### src/rtl/ptrot_pkg.sv
// ----------------------------------------------------------------------------
// ptrot_pkg: shared types, constants and sine table
// Widths of the rotation datapath, config register codes and the Q12 sine
// table built at elaboration from the integer sine polynomial.
// ----------------------------------------------------------------------------
package ptrot_pkg;

  // field and datapath widths
  localparam int PointW = 16;
  localparam int AngleW = 8;
  localparam int CoordW = 24;
  localparam int CoefW  = 16;
  localparam int ProdW  = CoordW + CoefW;
  localparam int FracW  = 12;
  localparam int CfgIdxW = 2;

  // projection constants
  localparam int DepthBias = 512;
  localparam int DepthMin  = 64;
  localparam int Focal     = 160;
  localparam int Centre    = 80;

  // sine polynomial constants
  localparam longint unsigned PolyA = 64'd3370945099;
  localparam longint unsigned PolyB = 64'd2746362156;
  localparam longint unsigned PolyC = 64'd292421;
  localparam longint unsigned Mask32 = 64'hFFFF_FFFF;

  // quarter turn in table steps, for the cosine
  localparam logic [AngleW-1:0] QuarterTurn = AngleW'(64);

  typedef enum logic [CfgIdxW-1:0] {
    REG_ANGLE_X = 2'd0,
    REG_ANGLE_Y = 2'd1,
    REG_ANGLE_Z = 2'd2
  } cfg_reg_e;

  typedef logic signed [CoefW-1:0] sin_tab_t [256];

  // sine and cosine of the three axes
  typedef struct packed {
    logic signed [CoefW-1:0] sin_x;
    logic signed [CoefW-1:0] cos_x;
    logic signed [CoefW-1:0] sin_y;
    logic signed [CoefW-1:0] cos_y;
    logic signed [CoefW-1:0] sin_z;
    logic signed [CoefW-1:0] cos_z;
  } trig_t;

  // q12 sine of a 15-bit turn angle
  function automatic logic [CoefW-1:0] poly_sin(longint unsigned ang);
    longint unsigned t;
    longint unsigned k;
    longint unsigned y;
    longint unsigned r;
    logic neg;
    t = (ang << 1) & 64'hFFFF;
    neg = t[15];
    if ((t & 64'h4000) != 0) t = (64'h8000 - t) & 64'hFFFF;
    k = (t & 64'h7FFF) >> 1;
    y = ((PolyC * k) & Mask32) >> 13;
    y = (PolyB - (((k * y) & Mask32) >> 3)) & Mask32;
    y = (k * (y >> 13)) & Mask32;
    y = (k * (y >> 13)) & Mask32;
    y = (PolyA - (y >> 1)) & Mask32;
    y = (k * (y >> 13)) & Mask32;
    y = (y + 64'd262144) >> 19;
    r = neg ? ((64'd0 - y) & Mask32) : y;
    return r[CoefW-1:0];
  endfunction

  function automatic sin_tab_t build_sin_tab();
    sin_tab_t tab;
    for (int a = 0; a < 256; a++) begin
      tab[a] = poly_sin(longint'(a) * 128);
    end
    return tab;
  endfunction

  localparam sin_tab_t SinTab = build_sin_tab();

endpackage

### src/rtl/ptrot_rotate.sv
// ----------------------------------------------------------------------------
// ptrot_rotate: one plane rotation in two register stages
// p' = (p*c - q*s) >>> 12, q' = (p*s + q*c) >>> 12; the third coordinate
// travels alongside.
// ----------------------------------------------------------------------------
module ptrot_rotate (
  input  logic                                clk_i,
  input  logic                                rst_ni,
  input  logic                                en_i,
  input  logic                                valid_i,
  input  logic signed [ptrot_pkg::CoordW-1:0] p_i,
  input  logic signed [ptrot_pkg::CoordW-1:0] q_i,
  input  logic signed [ptrot_pkg::CoordW-1:0] carry_i,
  input  logic signed [ptrot_pkg::CoefW-1:0]  sin_i,
  input  logic signed [ptrot_pkg::CoefW-1:0]  cos_i,
  output logic                                valid_o,
  output logic signed [ptrot_pkg::CoordW-1:0] p_o,
  output logic signed [ptrot_pkg::CoordW-1:0] q_o,
  output logic signed [ptrot_pkg::CoordW-1:0] carry_o
);

  localparam int PW = ptrot_pkg::ProdW;
  localparam int SW = PW + 1;
  localparam int FW = ptrot_pkg::FracW;
  localparam int CW = ptrot_pkg::CoordW;

  logic                 mul_vld_q;
  logic signed [PW-1:0] pc_q, qs_q, ps_q, qc_q;
  logic signed [CW-1:0] mul_carry_q;
  logic signed [SW-1:0] sum_p_d, sum_q_d;
  logic                 sum_vld_q;
  logic signed [CW-1:0] p_q, q_q, carry_q;

  // product stage
  always_ff @(posedge clk_i or negedge rst_ni) begin
    if (!rst_ni) begin
      mul_vld_q <= 1'b0;
    end else if (en_i) begin
      mul_vld_q <= valid_i;
    end
  end

  always_ff @(posedge clk_i) begin
    if (en_i) begin
      pc_q        <= PW'(p_i * cos_i);
      qs_q        <= PW'(q_i * sin_i);
      ps_q        <= PW'(p_i * sin_i);
      qc_q        <= PW'(q_i * cos_i);
      mul_carry_q <= carry_i;
    end
  end

  // sum and floor shift stage
  always_comb begin
    sum_p_d = SW'(pc_q) - SW'(qs_q);
    sum_q_d = SW'(ps_q) + SW'(qc_q);
  end

  always_ff @(posedge clk_i or negedge rst_ni) begin
    if (!rst_ni) begin
      sum_vld_q <= 1'b0;
    end else if (en_i) begin
      sum_vld_q <= mul_vld_q;
    end
  end

  always_ff @(posedge clk_i) begin
    if (en_i) begin
      p_q     <= sum_p_d[FW+CW-1:FW];
      q_q     <= sum_q_d[FW+CW-1:FW];
      carry_q <= mul_carry_q;
    end
  end

  assign valid_o = sum_vld_q;
  assign p_o     = p_q;
  assign q_o     = q_q;
  assign carry_o = carry_q;

endmodule

### config.mk
export PLATFORM = sky130hd
export DESIGN_NAME = ptrot_rotate
export DESIGN_NICKNAME = d
export VERILOG_FILES = /design/src/rtl/ptrot_pkg.sv /design/src/rtl/ptrot_rotate.sv
export SDC_FILE = /design/constraint.sdc
export NUM_CORES = 2
export LEC_CHECK = 0
export ABC_AREA = 1
export BUFFER_PORTS_ARGS = -buffer_cell sky130_fd_sc_hd__buf_2
export CORE_UTILIZATION = 40
export CTS_BUF_LIST = sky130_fd_sc_hd__clkbuf_4 sky130_fd_sc_hd__clkbuf_8 sky130_fd_sc_hd__clkbuf_16
export DETAILED_ROUTE_END_ITERATION = 6
export GPL_TIMING_DRIVEN = 0
export SLEW_MARGIN = 20
export SYNTH_ARGS = -nofsm -noshare
export SYNTH_HDL_FRONTEND = slang
export SYNTH_SLANG_ARGS = --single-unit
### constraint.sdc
create_clock -name clk_i -period 2.02 [get_ports clk_i]
set_input_delay 0.404 -clock clk_i [delete_from_list [all_inputs] [get_ports clk_i]]
set_output_delay 0.404 -clock clk_i [all_outputs]
set_load 0.02 [all_outputs]
==> impl_metrics.env <==
export IMPL_period_needed_ns=5.41
export IMPL_ys_seq_area_frac=0.109
export IMPL_fin_skew_ns=0.0298
export IMPL_slowest_delay_ns=0.74
export IMPL_die_h_um=410
export IMPL_synth_edf_count=240
export IMPL_maxCapViolations=0
export IMPL_max_slew_worst_pin_slew_ns=1.14
export IMPL_instances_no_fill=11420
export IMPL_final_common_cell="inv_1"
export IMPL_syn_avg_cell_area_um2=7.86
export IMPL_post_route_util=0.533
export IMPL_cts_sink_count=242
export IMPL_crit_type="input port to register"
export IMPL_netlist_area_mm2=0.0666
export IMPL_clk_pin_slew_worst_paths_ns=0.05
export IMPL_layout_nets=11102
export IMPL_cp_common_cell="fa_1"
export IMPL_core_mm2=0.165
export IMPL_critPathMaxFanout=8
export IMPL_synthesis_nets=10394
export IMPL_rrSetupSlack_ns=-0.61
export IMPL_drive_gt1_frac=0.251
export IMPL_min_path_type="input port to async pin"
export IMPL_grt_pass1_vias=60502
export IMPL_synthTopCellsByArea="fa_1 (41%), inv_1 (15%), nand2_1 (12%), edfxtp_1 (11%), ha_1 (8.3%)"
export IMPL_cts_tree="yes"
export IMPL_slew_headroom=0.239
export IMPL_grt_antenna_before_repair=17
export IMPL_hpwl_um=230000
export IMPL_yosysWarningCount=0
export IMPL_synth_seq_cells=242
export IMPL_ioPinCount=181
export IMPL_wl_um=286000
export IMPL_synth_top_area_cell="fa_1"
export IMPL_cts_buffers=34
export IMPL_setup_ws_ns=-3.39
export IMPL_required_ns=2.39
export IMPL_synth_top_flop_cell="edfxtp_1"
export IMPL_die_w_um=410
export IMPL_grt_first_pass_wirelength_um=410000
export IMPL_vias=58336
export IMPL_viasPerCell=5.11
export IMPL_fillers=15421
export IMPL_drv_slew=0
export IMPL_grt_overflow_total=0
export IMPL_synth_top_area_share=0.410
export IMPL_ys_async_sr_fraction=0.00826
export IMPL_dpl_worst_slack_ns=-5.36
export IMPL_route_detailed_drc=26
export IMPL_rsz0062_at_grt="yes"
export IMPL_cts_buffer_depth=3
export IMPL_synth_cell_types=48
export IMPL_most_common_layout_cells="inv_1 (2,410), nand2_1 (1,911), fa_1 (1,255), buf_4 (345), ha_1 (260)"
export IMPL_status="complete, but fails checks"
export IMPL_end_kind="register"
export IMPL_gp_congestion=1.00
export IMPL_first_iter_violations=5299
export IMPL_start_util=0.403
export IMPL_syn_to_final_growth_pct=32.2
export IMPL_cts_max_level=2
export IMPL_die_area_mm2=0.168
export IMPL_wl_per_cell_um=25.1
export IMPL_grt_max_degree=103
export IMPL_synthCells=8482
export IMPL_violations="DRC, setup timing"
export IMPL_rows=149
export IMPL_dr_pass1_iters=7
export IMPL_root_buffer="clkbuf_16"
export IMPL_crit_slowest_cell="fa_2"
export IMPL_startpoint_type="input port"
export IMPL_hold_viol_final=0
export IMPL_multi_input_area_mm2=0.0552
export IMPL_fmax_mhz=185
export IMPL_critPathArrivalTime_ns=5.77
export IMPL_setup_violations=176
export IMPL_track_usage=0.342
export IMPL_port_buffers=151
export IMPL_dp_cells=10826
export IMPL_drtAntennaViolNets=0
export IMPL_regArea_mm2=0.00726
export IMPL_min_period_over_period=2.68
export IMPL_clk_latency_ns=0.63
## final timing paths
check / from / endpoint / depth (start not counted)
worst max register to register: qc_q[18]$_DFFE_PP_ / q_o[19]$_DFFE_PP_ / 9
max in group asynchronous: rst_ni / valid_o$_DFFE_PN0P_ / 2
worst min register to register: mul_carry_q[2]$_DFFE_PP_ / carry_o[2]$_DFFE_PP_ / 0
worst max-delay path: sin_i[11] / qs_q[35]$_DFFE_PP_ / 25
min in group clk_i: cos_i[0] / qc_q[1]$_DFFE_PP_ / 4
worst min-delay path: rst_ni / mul_vld_q$_DFFE_PN0P_ / 2
## cell usage after synthesis (9+ instances only)
| library cell | number |
|---|---|
| inv_1 | 2654 |
| nand2_1 | 2197 |
| fa_1 | 1364 |
| ha_1 | 440 |
| nor2_1 | 350 |
| edfxtp_1 | 240 |
| clkbuf_1 | 222 |
| a21oi_1 | 193 |
| nand3_1 | 162 |
| xor2_1 | 134 |
| o21ai_0 | 121 |
| buf_1 | 70 |
| a31oi_1 | 48 |
| nand4_1 | 38 |
| a21o_1 | 33 |
| xnor2_1 | 29 |
| nor3_1 | 25 |
| o21bai_1 | 23 |
| o21a_1 | 18 |
| o21ai_1 | 11 |
| o21ai_2 | 11 |
| buf_2 | 9 |
| nand3_2 | 9 |
## metrics by stage
stage | setup TNS (ns) | hold slack, ns | area, µm²
2_1_floorplan | -342.85 | 0.108 | 71600
3_3_place_gp | -1290.81 | 0.188 | 75100
3_5_place_dp | -492.13 | 0.195 | 75200
4_1_cts | -345.55 | 0.0608 | 85300
5_1_grt | -378.21 | 0.0972 | 88100
6_report | -358.91 | 0.104 | 88100
## registers in the layout, summed over array words and instances (netlist names)
signal and flops:
mul_carry_q 24, pc_q 36, carry_o 24, p_o 24
q_o 24, ps_q 36, valid_o 1, mul_vld_q 1
qc_q 36, qs_q 36
## kinds of logic after synthesis
group,after synthesis,synth area share
flip-flops,242,0.109
XOR/XNOR,164,0.0218
buffers and inverters,2960,0.167
AND/OR/NAND/NOR,2828,0.168
AO/OA/AOI/OAI,484,0.0421
adder cells (fa/ha/maj),1804,0.492
## area by class of cell
| class | instances | area share |
|---|---|---|
| Clock buffer | 42 | 0.0106 |
| Buffer | 296 | 0.0590 |
| Clock inverter | 20 | 0.00332 |
| Timing Repair Buffer | 679 | 0.0724 |
| Inverter | 2657 | 0.114 |
| Multi-Input combinational cell | 5280 | 0.627 |
| Sequential cell | 242 | 0.0824 |
| Antenna cell | 15 | 0.000426 |
| Tap cell | 2189 | 0.0311 |
## routing by layer
| layer | global-route usage | vias up | share of wire |
|---|---|---|---|
| li1 | - | 25682 | - |
| met1 | 0.471 | 29603 | 0.41 |
| met2 | 0.511 | 2527 | 0.43 |
| met3 | 0.0713 | 518 | 0.098 |
| met4 | 0.165 | 6 | 0.060 |
| met5 | 0.00460 | - | 0.00054 |
## timing repair
action | CTS | global route
resized for setup | 1265 | 486
cloned | 10 | 4
buffers inserted | 355 | 141
hold buffers | 26 | 0
pin swaps | 466 | 406
hold endpoints to repair | 27 | 0
endpoints found under the setup margin | 175 | 177
## critical path: cells and delay by family
kind / cells / cell delay [ns]
simple gates: 4 / 0.25
fa+ha+maj: 7 / 3.50
compound gates: 4 / 0.55
buf+inv: 10 / 1.00
Power is not shown: default switching activity piles up to over one toggle a cycle in this logic, so the estimate is an artifact.
