**config.mk**
```make
export PLATFORM = sky130hd
export DESIGN_NAME = ptrot_proj
export DESIGN_NICKNAME = d
export VERILOG_FILES = /design/src/rtl/ptrot_pkg.sv /design/src/rtl/ptrot_proj.sv
export SDC_FILE = /design/constraint.sdc
export NUM_CORES = 2
export LEC_CHECK = 0
export BUFFER_PORTS_ARGS = -buffer_cell sky130_fd_sc_hd__buf_2
export CELL_PAD_IN_SITES_DETAIL_PLACEMENT = 1
export CELL_PAD_IN_SITES_GLOBAL_PLACEMENT = 1
export CORE_ASPECT_RATIO = 0.5
export CORE_MARGIN = 5
export CORE_UTILIZATION = 53
export DETAILED_ROUTE_END_ITERATION = 6
export PLACE_DENSITY = 0.94
export RECOVER_POWER = 100
export SLEW_MARGIN = 5
export SYNTH_ARGS = -nofsm -noshare
export SYNTH_HDL_FRONTEND = slang
export SYNTH_SLANG_ARGS = --single-unit
```
**constraint.sdc**
```tcl
create_clock -name clk_i -period 7.9 [get_ports clk_i]
set_clock_uncertainty 0.15 [all_clocks]
set_input_delay 1.58 -clock clk_i [delete_from_list [all_inputs] [get_ports clk_i]]
set_output_delay 1.58 -clock clk_i [all_outputs]
set_load 0.1 [all_outputs]
```
**src/rtl/ptrot_pkg.sv**
```systemverilog
// ----------------------------------------------------------------------------
// ptrot_pkg: shared types, constants and sine table
// Widths of the rotation datapath, config register codes and the Q12 sine
// table built at elaboration from the integer sine polynomial.
// ----------------------------------------------------------------------------
package ptrot_pkg;

  // field and datapath widths
  localparam int PointW = 16;
  localparam int AngleW = 8;
  localparam int CoordW = 24;
  localparam int CoefW  = 16;
  localparam int ProdW  = CoordW + CoefW;
  localparam int FracW  = 12;
  localparam int CfgIdxW = 2;

  // projection constants
  localparam int DepthBias = 512;
  localparam int DepthMin  = 64;
  localparam int Focal     = 160;
  localparam int Centre    = 80;

  // sine polynomial constants
  localparam longint unsigned PolyA = 64'd3370945099;
  localparam longint unsigned PolyB = 64'd2746362156;
  localparam longint unsigned PolyC = 64'd292421;
  localparam longint unsigned Mask32 = 64'hFFFF_FFFF;

  // quarter turn in table steps, for the cosine
  localparam logic [AngleW-1:0] QuarterTurn = AngleW'(64);

  typedef enum logic [CfgIdxW-1:0] {
    REG_ANGLE_X = 2'd0,
    REG_ANGLE_Y = 2'd1,
    REG_ANGLE_Z = 2'd2
  } cfg_reg_e;

  typedef logic signed [CoefW-1:0] sin_tab_t [256];

  // sine and cosine of the three axes
  typedef struct packed {
    logic signed [CoefW-1:0] sin_x;
    logic signed [CoefW-1:0] cos_x;
    logic signed [CoefW-1:0] sin_y;
    logic signed [CoefW-1:0] cos_y;
    logic signed [CoefW-1:0] sin_z;
    logic signed [CoefW-1:0] cos_z;
  } trig_t;

  // q12 sine of a 15-bit turn angle
  function automatic logic [CoefW-1:0] poly_sin(longint unsigned ang);
    longint unsigned t;
    longint unsigned k;
    longint unsigned y;
    longint unsigned r;
    logic neg;
    t = (ang << 1) & 64'hFFFF;
    neg = t[15];
    if ((t & 64'h4000) != 0) t = (64'h8000 - t) & 64'hFFFF;
    k = (t & 64'h7FFF) >> 1;
    y = ((PolyC * k) & Mask32) >> 13;
    y = (PolyB - (((k * y) & Mask32) >> 3)) & Mask32;
    y = (k * (y >> 13)) & Mask32;
    y = (k * (y >> 13)) & Mask32;
    y = (PolyA - (y >> 1)) & Mask32;
    y = (k * (y >> 13)) & Mask32;
    y = (y + 64'd262144) >> 19;
    r = neg ? ((64'd0 - y) & Mask32) : y;
    return r[CoefW-1:0];
  endfunction

  function automatic sin_tab_t build_sin_tab();
    sin_tab_t tab;
    for (int a = 0; a < 256; a++) begin
      tab[a] = poly_sin(longint'(a) * 128);
    end
    return tab;
  endfunction

  localparam sin_tab_t SinTab = build_sin_tab();

endpackage

```
**src/rtl/ptrot_proj.sv**
```systemverilog
// ----------------------------------------------------------------------------
// ptrot_proj: perspective projection
// Depth bias and near clamp, then two pipelined restoring dividers (two
// quotient bits per stage) for x*160/depth and y*160/depth, then centering.
// ----------------------------------------------------------------------------
module ptrot_proj (
  input  logic                                clk_i,
  input  logic                                rst_ni,
  input  logic                                en_i,
  input  logic                                valid_i,
  input  logic signed [ptrot_pkg::PointW-1:0] rx_i,
  input  logic signed [ptrot_pkg::PointW-1:0] ry_i,
  input  logic signed [ptrot_pkg::PointW-1:0] rz_i,
  output logic                                valid_o,
  output logic [ptrot_pkg::PointW-1:0]        screen_x_o,
  output logic [ptrot_pkg::PointW-1:0]        screen_y_o,
  output logic [ptrot_pkg::PointW-1:0]        depth_o,
  output logic                                near_o
);

  localparam int PtW = ptrot_pkg::PointW;
  localparam int NP  = 24;
  localparam int DW  = 16;
  localparam int BPS = 2;
  localparam int STG = NP / BPS;
  localparam int VW  = PtW + 1;

  logic signed [NP-1:0] num_x_w, num_y_w;
  logic signed [VW-1:0] view_w;
  logic [DW-1:0]        dvs_w;
  logic                 near_w;

  logic            vld_q  [STG+1];
  logic [NP-1:0]   num_q  [STG+1][2];
  logic [NP-1:0]   quo_q  [STG+1][2];
  logic [DW-1:0]   rem_q  [STG+1][2];
  logic            neg_q  [STG+1][2];
  logic [DW-1:0]   dvs_q  [STG+1];
  logic [PtW-1:0]  dep_q  [STG+1];
  logic            near_q [STG+1];

  logic            out_vld_q;
  logic [PtW-1:0]  scr_d  [2];
  logic [PtW-1:0]  scr_q  [2];
  logic [PtW-1:0]  out_dep_q;
  logic            out_near_q;

  // scale by focal length, bias depth and clamp at the near plane
  always_comb begin
    num_x_w = NP'(rx_i) * NP'(ptrot_pkg::Focal);
    num_y_w = NP'(ry_i) * NP'(ptrot_pkg::Focal);
    view_w  = VW'(rz_i) + VW'(ptrot_pkg::DepthBias);
    near_w  = view_w < VW'(ptrot_pkg::DepthMin);
    dvs_w   = near_w ? DW'(ptrot_pkg::DepthMin) : view_w[DW-1:0];
  end

  always_ff @(posedge clk_i or negedge rst_ni) begin
    if (!rst_ni) begin
      vld_q[0] <= 1'b0;
    end else if (en_i) begin
      vld_q[0] <= valid_i;
    end
  end

  always_ff @(posedge clk_i) begin
    if (en_i) begin
      num_q[0][0] <= num_x_w[NP-1] ? NP'(-num_x_w) : num_x_w;
      num_q[0][1] <= num_y_w[NP-1] ? NP'(-num_y_w) : num_y_w;
      neg_q[0][0] <= num_x_w[NP-1];
      neg_q[0][1] <= num_y_w[NP-1];
      quo_q[0][0] <= '0;
      quo_q[0][1] <= '0;
      rem_q[0][0] <= '0;
      rem_q[0][1] <= '0;
      dvs_q[0]    <= dvs_w;
      dep_q[0]    <= rz_i;
      near_q[0]   <= near_w;
    end
  end

  // divider stages
  for (genvar s = 0; s < STG; s++) begin : g_stage
    logic [DW-1:0] rem_d [2];
    logic [NP-1:0] num_d [2];
    logic [NP-1:0] quo_d [2];

    // two restoring steps per lane
    always_comb begin
      logic [DW:0]   t;
      logic [DW-1:0] r;
      logic [NP-1:0] n;
      logic [NP-1:0] q;
      for (int l = 0; l < 2; l++) begin
        r = rem_q[s][l];
        n = num_q[s][l];
        q = quo_q[s][l];
        for (int b = 0; b < BPS; b++) begin
          t = {r, n[NP-1]};
          n = {n[NP-2:0], 1'b0};
          if (t >= {1'b0, dvs_q[s]}) begin
            r = DW'(t - {1'b0, dvs_q[s]});
            q = {q[NP-2:0], 1'b1};
          end else begin
            r = t[DW-1:0];
            q = {q[NP-2:0], 1'b0};
          end
        end
        rem_d[l] = r;
        num_d[l] = n;
        quo_d[l] = q;
      end
    end

    always_ff @(posedge clk_i or negedge rst_ni) begin
      if (!rst_ni) begin
        vld_q[s+1] <= 1'b0;
      end else if (en_i) begin
        vld_q[s+1] <= vld_q[s];
      end
    end

    always_ff @(posedge clk_i) begin
      if (en_i) begin
        for (int l = 0; l < 2; l++) begin
          rem_q[s+1][l] <= rem_d[l];
          num_q[s+1][l] <= num_d[l];
          quo_q[s+1][l] <= quo_d[l];
          neg_q[s+1][l] <= neg_q[s][l];
        end
        dvs_q[s+1]  <= dvs_q[s];
        dep_q[s+1]  <= dep_q[s];
        near_q[s+1] <= near_q[s];
      end
    end
  end

  // restore sign, wrap to 16 bits and add the screen centre
  always_comb begin
    for (int l = 0; l < 2; l++) begin
      scr_d[l] = (neg_q[STG][l] ? PtW'(-quo_q[STG][l][PtW-1:0])
                                : quo_q[STG][l][PtW-1:0])
                 + PtW'(ptrot_pkg::Centre);
    end
  end

  always_ff @(posedge clk_i or negedge rst_ni) begin
    if (!rst_ni) begin
      out_vld_q <= 1'b0;
    end else if (en_i) begin
      out_vld_q <= vld_q[STG];
    end
  end

  always_ff @(posedge clk_i) begin
    if (en_i) begin
      scr_q[0]   <= scr_d[0];
      scr_q[1]   <= scr_d[1];
      out_dep_q  <= dep_q[STG];
      out_near_q <= near_q[STG];
    end
  end

  assign valid_o    = out_vld_q;
  assign screen_x_o = scr_q[0];
  assign screen_y_o = scr_q[1];
  assign depth_o    = out_dep_q;
  assign near_o     = out_near_q;

endmodule
```
==> impl_metrics.tcl <==
set metrics [dict create \
    synth-seq-cells 1198 \
    start_util_pct 53.54 \
    fin_crit_sh_pct 95.63 \
    fp.dieH_microns 284.7 \
    finalSetupTns_ns 0 \
    synth_top_area_share_pct 44.45 \
    hold_buffers 0 \
    final_hold_viol_count 0 \
    synth_ff_type "edfxtp_1" \
    rows 100 \
    postCtsSetupRepairBufs 0 \
    synth_compound_area_share_pct 14.34 \
    post_cts_resized 0 \
    antenna_found_initial 3 \
    wirelength_microns 232400 \
    synth.distinct_cells 97 \
    max_freq_mhz 132.4 \
    clock_path_buffers 3 \
    drv_slew 135 \
    synth_common_cells "edfxtp_1, ha_1, a21oi_1" \
    fin_cells 9417 \
    grt_pass1_wl_microns 362200 \
    worstHoldPathType "reg -> reg" \
    coreArea_sq_um 149400 \
    drt_iter0_markers 3844 \
    cts_tree "done" \
    worstPathArrival_ns 7.92 \
    grt_max_degree 223 \
    insertion_delay_ns 0.78 \
    slowest_stage "a2111o_1" \
    crit_chain "inv_1 > clkbuf_2 > ha_1 > nor2b_1 > o31a_1 > o21ai_0 > a21oi_1 > o21ai_0 > a2111oi_0 > nor2_1 > clkbuf_2 > mux2i_1 > ha_1 > nor2b_1 > o2111ai_1 > nand3_1 > o211ai_1 > a21boi_0 > o21a_1 > o21a_1 > a2111o_1 > mux2_2" \
    dieArea_sq_um 159300 \
    ys_async_sr_fraction_pct 1.169 \
    cts.sinks 1198 \
    syn_nets 8081 \
    synth_area_sq_um 79990 \
    viasPerCell 6.357 \
    avgSynthCellArea_sq_um 11.13 \
    yosys.cell_count.top_type "edfxtp_1" \
    violations "capacitance limit, slew limit" \
    yosys.area_share.simple_pct 10.25 \
    ant_nets 0 \
    io_buffers 101 \
    synth_top_family_by_area "compound AO/OA/AOI/OAI gates" \
    first_global_vias 63950 \
    crit_family "compound AO/OA/AOI/OAI gates" \
    start_kind "flop" \
    clk_pin_slew_ns 0.07 \
    synthMuxAreaShare_pct 7.264 \
    ys_warn_count 0 \
    cap_violations 2 \
    crit_path_end_kind "flop" \
    root_buffer "clkbuf_16" \
    drive_gt1_share_pct 10.17 \
    cp_data_required_time_ns 8.27 \
    grt_usage_pct 28.25 \
    routedWlPerCell_microns 24.68 \
    syn_inst 7184 \
    fin_crit_ns 7.554 \
    hpwl_microns 172100 \
    yosys.area_share.adder_pct 13.63 \
    final_nets 8229 \
    slew_headroom_pct -304.2 \
    critPathMaxFanout 17 \
    drc 0 \
    ff2ff_setup_slack_ns 0.35 \
    gr-total-overflow 0 \
    seq_area_frac_synth_pct 44.89 \
    gp_congestion 0.9425 \
    synth_xor_xnor_area_share_pct 6.975 \
    area_growth_pct 8.039 \
    first_pass_iters 5 \
    vias 59860 \
    critPathKind "reg -> reg" \
    die_x_microns 559.4 \
    worst_pin_slew_ns 6.063 \
    yosysTopAreaCell "edfxtp_1" \
    status "finished, violations left" \
    setup-violations-final 0 \
    cts_buffers 110 \
    rsz0062_at_grt "false" \
    yosys-top-cells-area "edfxtp_1, ha_1, mux2_2" \
    synth_edf_count 1184 \
    placed_cells 9208 \
    num_io_pins 102 \
    cts_max_level 3 \
    path_buf_inv 3 \
    slowest_delay_ns 0.70 \
]
worst paths after layout:
kind / cells after the start / to / start
min in group asynchronous: 1 / valid_o$_DFFE_PN0P_ / rst_ni
setup / recovery: 22 / rem_q[4][7]$_DFFE_PP_ / dvs_q[1][17]$_DFFE_PP_
hold reg to reg: 0 / dep_q[12][11]$_DFFE_PP_ / dep_q[11][11]$_DFFE_PP_
max in group asynchronous: 1 / vld_q[7]$_DFFE_PN0P_ / rst_ni
hold / removal: 0 / dep_q[12][11]$_DFFE_PP_ / dep_q[11][11]$_DFFE_PP_
setup reg to reg: 22 / rem_q[4][7]$_DFFE_PP_ / dvs_q[1][17]$_DFFE_PP_
cells by family (layout without fill, tap and decap cells):
family	Yosys count	after routing
simple gates	1673	1673
compound gates	1759	1759
other cells	0	1
buf+inv	551	794
fa+ha+maj	845	845
flops	1198	1198
xor+xnor	637	637
mux	521	521
state kept, by name (all words and copies together), names as in the netlist:
name     flops
valid_o      1
quo_q      144
dep_q      208
depth_o     16
num_q      200
scr_q       32
dvs_q      192
near_o       1
near_q      13
rem_q      352
vld_q       13
neg_q       26
layer usage:
metal  wire (microns)  vias up  track usage [%]
li1                 -    27420                -
met4            18290        2            19.20
met1            89100    29690            31.94
met5               11        -                0
met3            10510      823            3.906
met2           114500     1929            49.82
placed cells by master (no fill, tap or decap), types with 22 or more instances in the layout:
master,count
nor2b_1,102
o21ai_0,341
o21bai_1,67
a2111oi_0,22
a31oi_1,70
a21boi_0,24
o21a_1,123
nor4_1,43
a21o_1,212
nand3_1,113
nand2b_1,65
ha_1,801
o211ai_1,41
and2_1,36
mux2_1,35
or2_2,40
nor2_1,451
buf_2,28
fa_1,44
clkbuf_1,100
xnor2_1,430
inv_1,437
and3_1,48
mux2i_1,48
edfxtp_1,1184
a211oi_1,56
xor2_1,207
o31a_1,30
o31ai_1,55
a31o_2,22
or3_1,52
mux2_2,437
nor3_1,189
a21oi_1,508
nand2_1,357
clkbuf_16,112
nand4_1,101
area by class of cell:
type	count	area [sq um]
well taps	1989	2489
clock inverters	79	808.3
fillers	15790	62980
flip-flops and latches	1198	35900
inverters	440	1654
diodes	1	2.502
multi-input cells	5435	41920
repair buffers	147	762.0
clock buffers	128	2873
metrics by stage:
stage	cell area [sq um]	hold WS [ns]	util (%)	setup WS, ns
floorplan	79990	0.2503	-	1.959
global placement	82960	0.2504	55.53	1.302
detailed placement	82960	0.2552	55.53	0.9946
CTS	86640	0.2464	58.00	0.8733
global route	86410	0.2590	57.84	0.2155
finish	86420	0.2463	57.85	0.3456
Power is left out: the tool's default activity adds up to more than one toggle a clock period on the data nets, which glitch-free logic cannot reach.
